## src/rtl/core/mma_pkg.sv

```systemverilog
// shared types and sizing constants of the multichannel moving average unit
// no dependencies
package mma_pkg;

    // sizing
    localparam int CHANNELS   = 8;
    localparam int WINDOW     = 16;
    localparam int CH_W       = 3;
    localparam int SMP_W      = 12;
    localparam int CHN_CMP_W  = 5;
    localparam int MEM_CH_W   = (CHANNELS > 1) ? $clog2(CHANNELS) : 1;
    localparam int SLOT_W     = (WINDOW > 1) ? $clog2(WINDOW) : 1;
    localparam int COUNT_W    = $clog2(WINDOW + 1);
    localparam int SUM_W      = SMP_W + COUNT_W;
    localparam int HADDR_W    = MEM_CH_W + SLOT_W;
    localparam int HIST_DEPTH = 1 << HADDR_W;
    localparam int SUM_DEPTH  = 1 << MEM_CH_W;

    // channel payloads
    typedef struct packed {
        logic [CH_W-1:0]  channel;
        logic [SMP_W-1:0] sample;
    } sample_t;

    typedef struct packed {
        logic [CH_W-1:0]  out_channel;
        logic [SMP_W-1:0] average;
    } result_t;

    // state memory read request
    typedef struct packed {
        logic                en;
        logic [MEM_CH_W-1:0] ch;
        logic [SLOT_W-1:0]   slot;
    } mem_rd_t;

    // state memory write request
    typedef struct packed {
        logic                en;
        logic [MEM_CH_W-1:0] ch;
        logic [SLOT_W-1:0]   slot;
        logic [SMP_W-1:0]    hist;
        logic [SUM_W-1:0]    sum;
    } mem_wr_t;

endpackage

```

## src/rtl/core/mma_state_mem.sv

```systemverilog
// history ring and running sum memories with a clearing pass after reset
// depends on mma_pkg
module mma_state_mem (
    input  logic                               clk,
    input  logic                               rst_n,
    input  mma_pkg::mem_rd_t                   rd,
    input  mma_pkg::mem_wr_t                   wr,
    output logic [mma_pkg::SMP_W-1:0]          hist_q,
    output logic [mma_pkg::SUM_W-1:0]          sum_q,
    output logic                               busy
);

    logic [mma_pkg::SMP_W-1:0]   hist_mem [mma_pkg::HIST_DEPTH];
    logic [mma_pkg::SUM_W-1:0]   sum_mem  [mma_pkg::SUM_DEPTH];
    logic [mma_pkg::HADDR_W-1:0] clr_addr_reg;
    logic [mma_pkg::HADDR_W-1:0] clr_addr_next;
    logic                        clr_busy_reg;
    logic                        clr_busy_next;

    // clearing sweep, one history entry per cycle
    always_comb
    begin
        clr_addr_next = clr_addr_reg;
        clr_busy_next = clr_busy_reg;
        if (clr_busy_reg)
        begin
            clr_addr_next = clr_addr_reg + 1'b1;
            if (&clr_addr_reg)
            begin
                clr_busy_next = 1'b0;
            end
        end
    end

    always_ff @(posedge clk or negedge rst_n)
    begin
        if (!rst_n)
        begin
            clr_addr_reg <= '0;
            clr_busy_reg <= 1'b1;
        end
        else
        begin
            clr_addr_reg <= clr_addr_next;
            clr_busy_reg <= clr_busy_next;
        end
    end

    // write port, the sweep takes priority
    always_ff @(posedge clk)
    begin
        if (clr_busy_reg)
        begin
            hist_mem[clr_addr_reg]                      <= '0;
            sum_mem[clr_addr_reg[mma_pkg::MEM_CH_W-1:0]] <= '0;
        end
        else if (wr.en)
        begin
            hist_mem[{wr.ch, wr.slot}] <= wr.hist;
            sum_mem[wr.ch]             <= wr.sum;
        end
    end

    // registered read port
    always_ff @(posedge clk)
    begin
        if (rd.en)
        begin
            hist_q <= hist_mem[{rd.ch, rd.slot}];
            sum_q  <= sum_mem[rd.ch];
        end
    end

    assign busy = clr_busy_reg;

endmodule

```

## src/rtl/core/mma_div.sv

```systemverilog
// restoring serial divider, one quotient bit per cycle
// depends on mma_pkg
module mma_div (
    input  logic                          clk,
    input  logic                          rst_n,
    input  logic                          start,
    input  logic [mma_pkg::SUM_W-1:0]     dividend,
    input  logic [mma_pkg::COUNT_W-1:0]   divisor,
    output logic [mma_pkg::SMP_W-1:0]     quotient,
    output logic                          done
);

    localparam int STEP_W = $clog2(mma_pkg::SUM_W + 1);

    logic [mma_pkg::SUM_W-1:0]   dq_reg;
    logic [mma_pkg::SUM_W-1:0]   dq_next;
    logic [mma_pkg::COUNT_W-1:0] rem_reg;
    logic [mma_pkg::COUNT_W-1:0] rem_next;
    logic [mma_pkg::COUNT_W-1:0] dvs_reg;
    logic [STEP_W-1:0]           step_reg;
    logic [STEP_W-1:0]           step_next;
    logic                        run_reg;
    logic                        run_next;
    logic                        done_reg;
    logic                        done_next;
    logic [mma_pkg::COUNT_W:0]   rem_sh;
    logic [mma_pkg::COUNT_W:0]   rem_sub;

    // trial subtraction of one step
    always_comb
    begin
        rem_sh  = {rem_reg, dq_reg[mma_pkg::SUM_W-1]};
        rem_sub = rem_sh - {1'b0, dvs_reg};
    end

    always_comb
    begin
        dq_next   = dq_reg;
        rem_next  = rem_reg;
        step_next = step_reg;
        run_next  = run_reg;
        done_next = done_reg;
        if (start)
        begin
            dq_next   = dividend;
            rem_next  = '0;
            step_next = STEP_W'(mma_pkg::SUM_W);
            run_next  = 1'b1;
            done_next = 1'b0;
        end
        else if (run_reg)
        begin
            if (!rem_sub[mma_pkg::COUNT_W])
            begin
                rem_next = rem_sub[mma_pkg::COUNT_W-1:0];
                dq_next  = {dq_reg[mma_pkg::SUM_W-2:0], 1'b1};
            end
            else
            begin
                rem_next = rem_sh[mma_pkg::COUNT_W-1:0];
                dq_next  = {dq_reg[mma_pkg::SUM_W-2:0], 1'b0};
            end
            step_next = step_reg - 1'b1;
            if (step_reg == STEP_W'(1))
            begin
                run_next  = 1'b0;
                done_next = 1'b1;
            end
        end
    end

    always_ff @(posedge clk or negedge rst_n)
    begin
        if (!rst_n)
        begin
            step_reg <= '0;
            run_reg  <= 1'b0;
            done_reg <= 1'b0;
        end
        else
        begin
            step_reg <= step_next;
            run_reg  <= run_next;
            done_reg <= done_next;
        end
    end

    // datapath registers
    always_ff @(posedge clk)
    begin
        dq_reg  <= dq_next;
        rem_reg <= rem_next;
        if (start)
        begin
            dvs_reg <= divisor;
        end
    end

    assign quotient = dq_reg[mma_pkg::SMP_W-1:0];
    assign done     = done_reg;

endmodule

```

## src/rtl/core/multichannel_moving_average_unit.sv

```systemverilog
// top level of the multichannel moving average unit: control sequencer and result register
// depends on mma_pkg, mma_state_mem and mma_div
//
// Per-channel boxcar average over the last WINDOW samples. After reset the history and
// running-sum memories are swept to zero, one entry per cycle (128 entries at 8 channels
// and a 16-deep window); sample_stall stays high during the sweep. Items are handled one
// at a time: the channel's history entry and sum are read as the item is accepted, then
// updated and written back, then the quotient is formed in the serial divider, and then
// the result moves to the output register. The divider, and a stalled output register,
// set the rate. A finished result waits in the output register while the next sample is
// already being taken. A channel number at or above CHANNELS leaves the state untouched
// and returns an average of zero.
module multichannel_moving_average_unit (
    input  logic             clk,
    input  logic             rst_n,
    input  logic             sample_valid,
    output logic             sample_stall,
    input  mma_pkg::sample_t sample_data,
    output logic             result_valid,
    input  logic             result_stall,
    output mma_pkg::result_t result_data
);

    localparam logic [1:0] ST_IDLE = 2'd0;
    localparam logic [1:0] ST_UPD  = 2'd1;
    localparam logic [1:0] ST_DIV  = 2'd2;

    logic [1:0]                  state_reg;
    logic [1:0]                  state_next;
    logic [mma_pkg::CH_W-1:0]    ch_reg;
    logic [mma_pkg::SMP_W-1:0]   smp_reg;
    logic                        bad_reg;
    logic [mma_pkg::SLOT_W-1:0]  slot_reg;
    logic [mma_pkg::SLOT_W-1:0]  slot_next;
    logic                        filled_reg;
    logic                        filled_next;
    logic                        result_valid_reg;
    logic                        result_valid_next;
    mma_pkg::result_t            result_reg;

    logic                        accept;
    logic                        in_range;
    logic                        is_last_ch;
    logic                        out_free;
    logic                        load_out;
    logic [mma_pkg::SLOT_W:0]    slot_inc;
    logic [mma_pkg::SUM_W-1:0]   new_sum;
    logic [mma_pkg::COUNT_W-1:0] count;
    mma_pkg::mem_rd_t            mem_rd;
    mma_pkg::mem_wr_t            mem_wr;
    logic [mma_pkg::SMP_W-1:0]   hist_q;
    logic [mma_pkg::SUM_W-1:0]   sum_q;
    logic                        mem_busy;
    logic                        div_start;
    logic [mma_pkg::SMP_W-1:0]   quotient;
    logic                        div_done;

    mma_state_mem u_mem (
        .clk    (clk),
        .rst_n  (rst_n),
        .rd     (mem_rd),
        .wr     (mem_wr),
        .hist_q (hist_q),
        .sum_q  (sum_q),
        .busy   (mem_busy)
    );

    mma_div u_div (
        .clk      (clk),
        .rst_n    (rst_n),
        .start    (div_start),
        .dividend (new_sum),
        .divisor  (count),
        .quotient (quotient),
        .done     (div_done)
    );

    // input handshake, one item in flight
    assign sample_stall = (state_reg != ST_IDLE) || mem_busy;
    assign accept       = sample_valid && !sample_stall;
    assign in_range     = mma_pkg::CHN_CMP_W'(sample_data.channel)
                          < mma_pkg::CHN_CMP_W'(mma_pkg::CHANNELS);
    assign is_last_ch   = mma_pkg::CHN_CMP_W'(ch_reg)
                          == mma_pkg::CHN_CMP_W'(mma_pkg::CHANNELS - 1);

    // read the channel's entry at the shared slot
    always_comb
    begin
        mem_rd.en   = accept && in_range;
        mem_rd.ch   = mma_pkg::MEM_CH_W'(sample_data.channel);
        mem_rd.slot = slot_reg;
    end

    // running sum update and divisor
    always_comb
    begin
        new_sum = sum_q - mma_pkg::SUM_W'(hist_q) + mma_pkg::SUM_W'(smp_reg);
        if (filled_reg)
        begin
            count = mma_pkg::COUNT_W'(mma_pkg::WINDOW);
        end
        else
        begin
            count = mma_pkg::COUNT_W'(slot_reg) + 1'b1;
        end
    end

    // write back, the next read cannot start before this completes
    always_comb
    begin
        mem_wr.en   = (state_reg == ST_UPD);
        mem_wr.ch   = mma_pkg::MEM_CH_W'(ch_reg);
        mem_wr.slot = slot_reg;
        mem_wr.hist = smp_reg;
        mem_wr.sum  = new_sum;
    end

    assign div_start = (state_reg == ST_UPD);
    assign out_free  = !result_valid_reg || !result_stall;
    assign load_out  = (state_reg == ST_DIV) && (bad_reg || div_done) && out_free;

    // slot pointer advances after the highest channel
    always_comb
    begin
        slot_inc    = {1'b0, slot_reg} + 1'b1;
        slot_next   = slot_reg;
        filled_next = filled_reg;
        if ((state_reg == ST_UPD) && is_last_ch)
        begin
            if (slot_inc >= (mma_pkg::SLOT_W + 1)'(mma_pkg::WINDOW))
            begin
                slot_next   = '0;
                filled_next = 1'b1;
            end
            else
            begin
                slot_next = slot_inc[mma_pkg::SLOT_W-1:0];
            end
        end
    end

    // sequencer
    always_comb
    begin
        state_next = state_reg;
        case (state_reg)
            ST_IDLE:
            begin
                if (accept)
                begin
                    state_next = in_range ? ST_UPD : ST_DIV;
                end
            end
            ST_UPD:
            begin
                state_next = ST_DIV;
            end
            ST_DIV:
            begin
                if (load_out)
                begin
                    state_next = ST_IDLE;
                end
            end
            default:
            begin
                state_next = ST_IDLE;
            end
        endcase
    end

    // output register valid
    always_comb
    begin
        result_valid_next = result_valid_reg;
        if (load_out)
        begin
            result_valid_next = 1'b1;
        end
        else if (!result_stall)
        begin
            result_valid_next = 1'b0;
        end
    end

    always_ff @(posedge clk or negedge rst_n)
    begin
        if (!rst_n)
        begin
            state_reg        <= ST_IDLE;
            slot_reg         <= '0;
            filled_reg       <= 1'b0;
            result_valid_reg <= 1'b0;
            bad_reg          <= 1'b0;
        end
        else
        begin
            state_reg        <= state_next;
            slot_reg         <= slot_next;
            filled_reg       <= filled_next;
            result_valid_reg <= result_valid_next;
            if (accept)
            begin
                bad_reg <= !in_range;
            end
        end
    end

    // item and result payload
    always_ff @(posedge clk)
    begin
        if (accept)
        begin
            ch_reg  <= sample_data.channel;
            smp_reg <= sample_data.sample;
        end
        if (load_out)
        begin
            result_reg.out_channel <= ch_reg;
            result_reg.average     <= bad_reg ? '0 : quotient;
        end
    end

    assign result_valid = result_valid_reg;
    assign result_data  = result_reg;

endmodule

```

## config.mk

```make
export PLATFORM = sky130hd
export DESIGN_NAME = multichannel_moving_average_unit
export DESIGN_NICKNAME = d
export VERILOG_FILES = /design/src/rtl/core/mma_pkg.sv /design/src/rtl/core/mma_state_mem.sv /design/src/rtl/core/mma_div.sv /design/src/rtl/core/multichannel_moving_average_unit.sv
export SDC_FILE = /design/constraint.sdc
export NUM_CORES = 2
export LEC_CHECK = 0
export BUFFER_PORTS_ARGS = -buffer_cell sky130_fd_sc_hd__buf_4
export CAP_MARGIN = 20
export CORE_MARGIN = 2
export CORE_UTILIZATION = 40
export DETAILED_ROUTE_END_ITERATION = 12
export MAX_ROUTING_LAYER = met4
export PLACE_DENSITY_LB_ADDON = 0.3
export SKIP_CTS_REPAIR_TIMING = 1
export SYNTH_ARGS = -nofsm -noshare
export SYNTH_HDL_FRONTEND = slang
export SYNTH_HIERARCHICAL = 1
export SYNTH_SLANG_ARGS = --single-unit
```

## constraint.sdc

```tcl
create_clock -name clk -period 6.38 [get_ports clk]
set_input_delay 1.276 -clock clk [delete_from_list [all_inputs] [get_ports clk]]
set_output_delay 1.276 -clock clk [all_outputs]
set_load 0.005 [all_outputs]
```

==> results_dict.tcl <==
set metrics [dict create \
    outcome "finished, final reports clean" \
    postSynthCellCount 3061 \
    syn-num-nets 3119 \
    finalPower_mw 30.72 \
    ys_warn_count 6 \
    via_per_inst 5.650 \
    r2r-start "slot_reg[2]" \
    synth-compound-area-share_pct 0.7624 \
    finalInstanceArea_um2 79440 \
    fmax_mhz 239.3 \
    synth_edf_count 1753 \
    min_period_ns 4.179 \
    synth_cell_type_count 66 \
    root_buffer "clkbuf_16" \
    place.gp.congestion 0.8499 \
    first_pass_iters 7 \
    reg2reg_slack_ns 2.20 \
    synth_xor_area_share_pct 0.4009 \
    area.growth.synth_to_final_pct 13.63 \
    num_vias 32440 \
    synth_flop_cell "edfxtp_1" \
    synthMuxAreaShare_pct 18.23 \
    timing.final.ws_setup_ns 2.201 \
    grt_pass1_wl_mm 241.5 \
    rsz0062_at_grt "false" \
    synthesis.area_um2 69910 \
    worst_slew_pin_slew_ns 1.090 \
    core-area_um2 173800 \
    drv_slew 0 \
    criticalPathCategory "register to register" \
    worstPathMaxFanout 49 \
    rows 153 \
    die_h_um 422.1 \
    synth_adder_area_share_pct 0.8375 \
    largest_reg_flops 1536 \
    numCtsBuffers 177 \
    p_leak_nw 24.91 \
    hpwlAfterDp_mm 100.0 \
    setup_viol_count_final 0 \
    final.fill_count 14470 \
    power.switching_mw 8.396 \
    ys_seq_area_share_pct 76.26 \
    synth-seq-cells 1781 \
    globalRouteOverflowTotal 0 \
    drtIter0Drc 3716 \
    r2r-end "u_mem/hist_q[8]" \
    drc 0 \
    antenna_found_initial 5 \
    wl_per_cell_um 29.14 \
    clock_latency_ns 0.82 \
    cp-start-kind "register" \
    combPwrFrac_pct 21.2 \
    cp_data_arrival_time_ns 4.73 \
    clock_path_buffers 3 \
    clock_skew_ns 0.03822 \
    ios 36 \
    clockPowerShare_pct 33.0 \
    top_register "u_mem/hist_mem" \
    r2r_cells 6 \
    die_x_um 422.1 \
    p_seq_share_pct 45.8 \
    final_core_util_pct 45.70 \
    grt_max_degree 145 \
    cts_tree "yes" \
    dpl_cell_area_um2 73770 \
    cp-end-kind "register" \
    drive_above_1_share_pct 31.96 \
    p_sw_share_pct 27.33 \
    startpoint "slot_reg[2]" \
    clock_sinks 1781 \
    syn_avg_cell_area_um2 22.84 \
    grt_pass1_vias 32730 \
    dieArea_um2 178100 \
    synth_top_family_by_area "multiplexers" \
    grtUsageTotal_pct 19.41 \
    critPathRequiredTime_ns 6.93 \
    nets 3335 \
    pre_cts_ws_ns 2.225 \
    hold_path_class "input pin to async pin" \
    max_cap_viol_count 0 \
    intPower_mw 22.33 \
    top_regs "u_mem/hist_mem x1536, u_mem/sum_mem x136" \
    slew_headroom_pct 27.36 \
    peakVddDrop_mv 0.3212 \
    crit_path_end "u_mem/hist_q[8]" \
    hold_viol 0 \
    async_reset_ff_share_pct 1.291 \
    antenna_left 0 \
    htreeDepth 4 \
    fin_crit_sh_pct 65.50 \
    p_per_area_nw_per_um2 386.8 \
    floorplan.initialDensity_pct 40.22 \
    clk_pin_slew_ns 0.06 \
    tns_ns 0 \
    portBuffers 35 \
    wirelength_mm 167.3 \
    synth_simple_gate_area_share_pct 2.019 \
]
[Yosys cell counts (7+ instances only)]
library cell	number	area, um2
mux2_2	49	551.8
nand3_1	15	75.07
buf_2	26	130.1
buf_4	25	187.7
buf_1	21	78.83
dfrtp_1	22	550.5
mux4_2	538	12120
xor2_1	11	96.34
nand2b_1	11	68.82
fa_1	13	260.3
edfxtp_1	1753	52640
o21ai_0	19	95.09
nand2_1	50	187.7
ha_1	26	325.3
a211oi_1	7	52.55
inv_1	71	266.5
a21oi_1	15	75.07
and2_1	30	187.7
nor2_1	157	589.3
xnor2_1	21	183.9
mux2i_1	8	80.08
clkbuf_1	86	322.8
[area by class of cell]
| class | count | area [um2] | area share (%) |
|---|---|---|---|
| multi-input cells | 1046 | 15690 | 19.75 |
| well taps | 2325 | 2909 | 3.662 |
| clock buffers | 212 | 4582 | 5.767 |
| repair buffers | 200 | 1608 | 2.024 |
| diodes | 3 | 7.507 | 0.009450 |
| clock inverters | 104 | 1050 | 1.321 |
| flip-flops and latches | 1781 | 53330 | 67.13 |
| inverters | 71 | 266.5 | 0.3355 |
[cell usage in the layout, fill, tap and decap left out, drive strengths merged, types with 8 or more instances in the layout]
cell | netlist | layout
nand2b | 11 | 11
and2 | 30 | 30
ha | 26 | 26
buf | 75 | 200
mux2i | 8 | 8
xnor2 | 21 | 21
nand3 | 15 | 15
mux2 | 49 | 49
dfrtp | 22 | 22
a211oi | 8 | 8
o21ai | 21 | 21
clkinv | 0 | 79
clkbuf | 87 | 212
mux4 | 538 | 538
nor2 | 157 | 157
nand2 | 50 | 50
inv | 71 | 77
bufinv | 0 | 15
xor2 | 11 | 11
fa | 13 | 13
a21oi | 16 | 16
edfxtp | 1753 | 1753
[cells by family after synthesis]
logic type / count (synthesis)
fa+ha+maj: 39
compound gates: 78
buf+inv: 234
xor+xnor: 32
mux: 595
flops: 1781
simple gates: 302
[per-stage QoR]
stage	instances	hold slack, ns
floorplan	3061	0.4661
global placement	5415	0.4438
detailed placement	5421	0.4598
CTS	5737	0.3185
global route	5739	0.3444
finish	5742	0.3703
[worst max-delay path: stages (launching register included)]
cell and delay (ns):
dfrtp_4 0.96, buf_4 0.58, buf_4 0.62, mux4_2 0.44, mux4_2 0.50, mux4_2 0.46
mux2_2 0.28
[how the worst min path moves through the flow]
stage	to	slack [ns]	cells past startpoint
floorplan	u_div/done	0.47	2
global placement	result_data[10]	0.44	0
detailed placement	result_data[9]	0.46	0
CTS	state_reg[1]	0.32	1
global route	state_reg[1]	0.34	1
finish	state_reg[1]	0.37	1
[layer usage]
metal	part of all wire, %	GRT usage (%)	vias to the layer above
li1	-	-	13250
met1	42	26.99	17670
met2	48	29.32	1274
met3	7.1	3.510	241
met4	3.1	6.054	0
met5	0	-	-
[power by group through the flow]
stage	clock network, mW	registers [mW]	logic (mW)
final	10.1	14.1	6.51
after global routing	10.8	14.1	6.95
after CTS	10.4	14.1	6.61
after detailed placement	0	14.3	6.59
after global placement	0	14.3	6.55
after floorplan	0	14.1	4.67
No activity file was read; power rests on OpenSTA's default activity.
